## config.mk

```make
export PLATFORM = sky130hd
export DESIGN_NAME = dslcd_side
export DESIGN_NICKNAME = d
export VERILOG_FILES = /design/src/design/dslcd_pkg.sv /design/src/design/dslcd_side.sv
export SDC_FILE = /design/constraint.sdc
export NUM_CORES = 1
export LEC_CHECK = 0
export BUFFER_PORTS_ARGS = -buffer_cell sky130_fd_sc_hd__buf_2
export CORE_MARGIN = 3
export CORE_UTILIZATION = 35
export DETAILED_ROUTE_END_ITERATION = 8
export GPL_TIMING_DRIVEN = 0
export PLACE_DENSITY = 0.68
export SLEW_MARGIN = 20
export SYNTH_ARGS = -nofsm -noshare
export SYNTH_HDL_FRONTEND = slang
export SYNTH_SLANG_ARGS = --single-unit
```

## constraint.sdc

```tcl
create_clock -name vclk -period 11.7
set_input_delay 0.585 -clock vclk [all_inputs]
set_output_delay 0.585 -clock vclk [all_outputs]
set_load 0.02 [all_outputs]
```

## src/design/dslcd_pkg.sv

```systemverilog
// Types and constants shared by the dual sensor line cross detector.
`default_nettype none

package dslcd_pkg;

    // Field widths
    localparam int unsigned LEVEL_W = 8;
    localparam int unsigned POS_W   = 32;
    localparam int unsigned TICKS_W = 16;
    localparam int unsigned COUNT_W = 8;
    localparam int unsigned CFG_IDX_W  = 2;
    localparam int unsigned CFG_DATA_W = 16;

    // Configuration register indexes
    localparam logic [CFG_IDX_W-1:0] REG_BLACK_TH   = 2'd0;
    localparam logic [CFG_IDX_W-1:0] REG_WHITE_TH   = 2'd1;
    localparam logic [CFG_IDX_W-1:0] REG_MAX_STRIPE = 2'd2;
    localparam logic [CFG_IDX_W-1:0] REG_MAX_SKEW   = 2'd3;

    // Configuration reset values
    localparam logic [LEVEL_W-1:0] BLACK_TH_RST   = 8'd128;
    localparam logic [LEVEL_W-1:0] WHITE_TH_RST   = 8'd64;
    localparam logic [TICKS_W-1:0] MAX_STRIPE_RST = 16'd700;
    localparam logic [TICKS_W-1:0] MAX_SKEW_RST   = 16'd1500;

    // Per-side tracker state
    typedef struct packed {
        logic             on_white;
        logic [POS_W-1:0] entry_position;
        logic             marked;
        logic [POS_W-1:0] cross_position;
    } side_state_t;

    // Thresholds the trackers share
    typedef struct packed {
        logic [LEVEL_W-1:0] black_th;
        logic [LEVEL_W-1:0] white_th;
        logic [TICKS_W-1:0] max_stripe;
    } side_cfg_t;

endpackage

`default_nettype wire

```

## src/design/dslcd_side.sv

```systemverilog
// One sensor's black/white tracker with hysteresis and stripe qualification.
`default_nettype none

module dslcd_side
    import dslcd_pkg::*;
(
    input  wire side_cfg_t          cfg,
    input  wire side_state_t        cur,
    input  wire logic [LEVEL_W-1:0] level,
    input  wire logic [POS_W-1:0]   pos,
    output side_state_t             nxt,
    output logic                    crossed
);

    logic             enter;
    logic             on_white_mid;
    logic [POS_W-1:0] entry_mid;
    logic             marked_mid;
    logic             leave;
    logic [POS_W-1:0] travel;
    logic             short_travel;

    // Enter white: record entry position, drop the mark
    always_comb
    begin
        enter        = !cur.on_white && (level <= cfg.white_th);
        on_white_mid = cur.on_white || enter;
        entry_mid    = enter ? pos : cur.entry_position;
        marked_mid   = enter ? 1'b0 : cur.marked;
    end

    // Return to black: signed wrapped travel must be under the stripe limit
    always_comb
    begin
        leave        = on_white_mid && (level > cfg.black_th);
        travel       = pos - entry_mid;
        short_travel = travel[POS_W-1] ||
                       (travel < {{(POS_W-TICKS_W){1'b0}}, cfg.max_stripe});
        crossed      = leave && short_travel;

        nxt.on_white       = on_white_mid && !leave;
        nxt.entry_position = entry_mid;
        nxt.marked         = crossed ? 1'b1 : marked_mid;
        nxt.cross_position = crossed ? pos : cur.cross_position;
    end

endmodule

`default_nettype wire

```

=== Word-level counts from Yosys, hierarchy flattened ===
Index checks and enable logic that the tools add are counted.

* Flip-flop bits (word level): 0
* Logic and storage cells: 16
* Input port bits: 138

* Multiplexer cells: 4
* Reduce and logical (&&, ||, !) cells: 8
* Add/sub/neg operators: 1
* $lt $le $gt $ge: 3

{| class="wikitable"
|+ Operators with widths
! cell !! number
|-
| $mux W32 || 2
|-
| $lt A32 B16 Y1 || 1
|-
| $sub A32 B32 Y32 || 1
|-
| $gt A8 B8 Y1 || 1
|-
| $le A8 B8 Y1 || 1
|-
| $logic_and A1 B1 Y1 || 4
|-
| $logic_not A1 Y1 || 2
|-
| $logic_or A1 B1 Y1 || 2
|-
| $mux W1 || 2
|}

=== Depth between registers and ports, before layout ===
* Word-level depth: 8
* Depth in mapped cells: 35
* Mapped depth without buffers: 33

=== Worst setup path before layout ===
No wires, ideal clock.

* Kind: input -> output
* Start: input port cfg[17] in the netlist's numbering
* End: output port nxt[23] in the netlist's numbering
* Data arrival time: 7.310 ns
* Stages: 33
* Path buffers: 3
* Path slack: 3.805 ns
* Cells stage by stage: inv_1 ha_1 nor2b_1 o211a_1 o211a_1 nor3_2 buf_2 buf_1 mux2i_1 ha_1 a21oi_1 o21ai_0 a41oi_1 o22ai_1 and2_1 a311oi_1 nor2b_1 o21a_1 nor2_1 xnor2_1 ha_1 a2111o_1 a311oi_1 nand4_1 nor4_1 nand4_1 nor3b_1 o21ai_0 nor4_2 nand4_1 o32ai_4 buf_6 mux2_1

{| class="wikitable"
|+ RTL lines
! element !! line !! source
|-
| from (decl) || dslcd_side.sv:7 || <nowiki>input wire side_cfg_t cfg,</nowiki>
|-
| to (decl) || dslcd_side.sv:11 || <nowiki>output side_state_t nxt,</nowiki>
|}

==> results.json <==
{
  "status": "finished clean",
  "switchingPower_uw": 217.0,
  "grt_max_degree": 11,
  "setup_viol": 0,
  "synth.distinct_cells": 69,
  "grt_pass1_vias": 4559,
  "antenna_left": 0,
  "rsz0062_at_grt": "no",
  "fin_crit_sh_pct": 81.35,
  "fill_cells": 1076,
  "synth_top_area_share_pct": 19.23,
  "grt_overflow": 0,
  "p_per_area_mw_per_mm2": 73.70,
  "seq_cells": 0,
  "grt_pass1_wl_mm": 21.02,
  "crit_slowest_cell": "buf_1",
  "yosysSeqAreaShare_pct": 0,
  "fp.coreArea_sq_mm": 0.01051,
  "synth_fa_ha_area_share_pct": 20.57,
  "synth_area_per_cell_sq_um": 7.229,
  "num_vias": 4644,
  "initial_core_util_pct": 36.53,
  "seq_area_sq_um": 0,
  "num_antenna_cells": 0,
  "viasPerCell": 5.332,
  "placed_cells": 871,
  "muxShareOfSynthArea_pct": 16.49,
  "nets": 935,
  "cp-start-kind": "primary input",
  "antenna_found_initial": 0,
  "finalMaxSlewViolations": 0,
  "drc": 0,
  "slew-limit-headroom_pct": 43.64,
  "leakage_uw": 0.002747,
  "synth_area_leaders": "ha_1, mux2_1, mux2i_1",
  "cts.repair.resized": 0,
  "critPathMaxStageDelay_ns": 0.67,
  "startpoint": "cfg[17]",
  "path_class": "in2out",
  "die_h_um": 110.7,
  "required_ns": 11.12,
  "hold_viol": 0,
  "setup-tns-final_ns": 0,
  "instances_no_fill": 871,
  "syn_inst": 531,
  "power_frac_seq_pct": 0,
  "min_period_ns": 9.518,
  "area_growth_pct": 31.03,
  "hold_class": "in2out",
  "worstMarginPinSlew_ns": 0.8454,
  "synth_area_leader_cell": "ha_1",
  "grt_usage_pct": 19.44,
  "dieArea_sq_mm": 0.01226,
  "first_iter_violations": 159,
  "drt-wirelength-per-cell_um": 14.84,
  "dpl.hpwl_mm": 11.28,
  "utilization_pct": 47.86,
  "ys_warn_count": 0,
  "combPwrFrac_pct": 100.0,
  "end_kind": "output pin",
  "sw_frac_of_total_pct": 58.54,
  "syn_area_sq_mm": 0.003839,
  "rows": 37,
  "multi_input_area_sq_mm": 0.003491,
  "drt-total-wl_mm": 12.93,
  "routabilityCongestion": 0.8844,
  "synthXorXnorAreaFrac_pct": 4.791,
  "die_x_um": 110.7,
  "whs_ns": 1.485,
  "synth_compound_area_share_pct": 27.15,
  "irDropWorstVdd_mv": 0.03174,
  "critPathMaxFanout": 10,
  "port-buffer-count": 204,
  "clock_buffers": 0,
  "synth-simple-area-share_pct": 21.94,
  "drive_gt1_share_pct": 31.43,
  "post-cts-setup-buffers": 0,
  "cts-hold-fix-buffers": 0,
  "num_io_pins": 205,
  "crit_arrival_ns": 8.93,
  "maxCapViolCount": 0,
  "pwr-share-clk_pct": 0,
  "syn-num-nets": 729,
  "power_report.internal_total_uw": 153.7,
  "synth_top_family_by_area": "compound AO/OA/AOI/OAI gates",
  "dr.pass1.iters": 5,
  "min_from": "cur[32]",
  "max_clock_freq_mhz": 105.1
}
-- final cells by class --
cell class / count / area share [%]
plain buffers: 20 / 1.990
inverters: 66 / 4.925
multi-input cells: 445 / 69.40
well taps: 136 / 3.383
repair buffers: 204 / 20.30
-- stage by stage --
| step | setup WS, ns | power [uW] | cell area (sq um) |
|---|---|---|---|
| after floorplan | 3.805 | 260.2 | 3839 |
| after detailed placement | 2.173 | 370.1 | 5030 |
| after global placement | 2.295 | 362.3 | 5030 |
| after global routing | 1.407 | 410.8 | 5030 |
| final | 2.182 | 370.7 | 5030 |
| after CTS | 2.134 | 372.3 | 5030 |
-- final timing paths --
kind | endpoint | slack, ns | cells after the start
worst max-delay path | nxt[8] | 2.18 | 35
worst min-delay path | nxt[32] | 1.49 | 3
-- cells in the mapped netlist (4+ instances only) --
cell type,count
a21o_1,25
a211oi_1,4
nand4_1,12
nor2_1,32
nand2b_1,14
nand3_1,9
o21ai_0,24
mux2_1,28
nor3b_1,4
nand2_1,42
nor2b_1,10
a31oi_1,6
mux2_2,6
clkbuf_1,13
and4_1,6
ha_1,59
xnor2_1,14
xor2_1,7
and2_1,5
mux2i_1,25
inv_1,66
o211ai_1,5
o211a_1,4
o21a_1,6
a21oi_1,39
-- worst max-delay path, delay by kind of cell --
kind	cells	cell delay [ns]
compound gates	12	3.23
simple gates	11	1.91
buf+inv	6	1.51
fa+ha+maj	3	0.82
mux	2	0.71
xor+xnor	1	0.11
-- power groups by stage --
stage	Combinational (uW)	Clock (uW)	Sequential, uW
finish	371	0	0
global route	411	0	0
CTS	372	0	0
detailed placement	370	0	0
global placement	362	0	0
floorplan	260	0	0
-- metal layers --
metal / part of all wire, % / GRT usage, %
met1: 45 / 25.26
met2: 49 / 36.12
met5: 0 / 0
met3: 5.6 / 1.474
met4: 0.85 / 1.888
-- cells by family (layout without fill, tap and decap cells) --
family / count (synthesis) / count (layout)
and+or+nand+nor: 156 / 156
buffers and inverters: 86 / 290
adders and majority gates: 63 / 63
xor gates and xnor gates: 21 / 21
muxes: 59 / 59
AOI/OAI and AO/OA: 146 / 146
-- cells in the final DEF (no fill, tap or decap), drive strengths merged, types with 4 or more instances in the layout --
cell	synthesis	routed
nand4	12	12
o21ai	25	25
o211a	4	4
xor2	7	7
o211ai	6	6
and4	6	6
ha	59	59
a21oi	40	40
nand2b	14	14
a211oi	4	4
nor4	5	5
nor2	32	32
nand3	10	10
mux2	34	34
and2	5	5
inv	66	66
nor3b	4	4
o21a	6	6
clkbuf	13	13
mux2i	25	25
a31oi	6	6
nand2	42	42
xnor2	14	14
nor2b	10	10
a21o	25	25
buf	7	211
(Power assumes the default switching activity.)
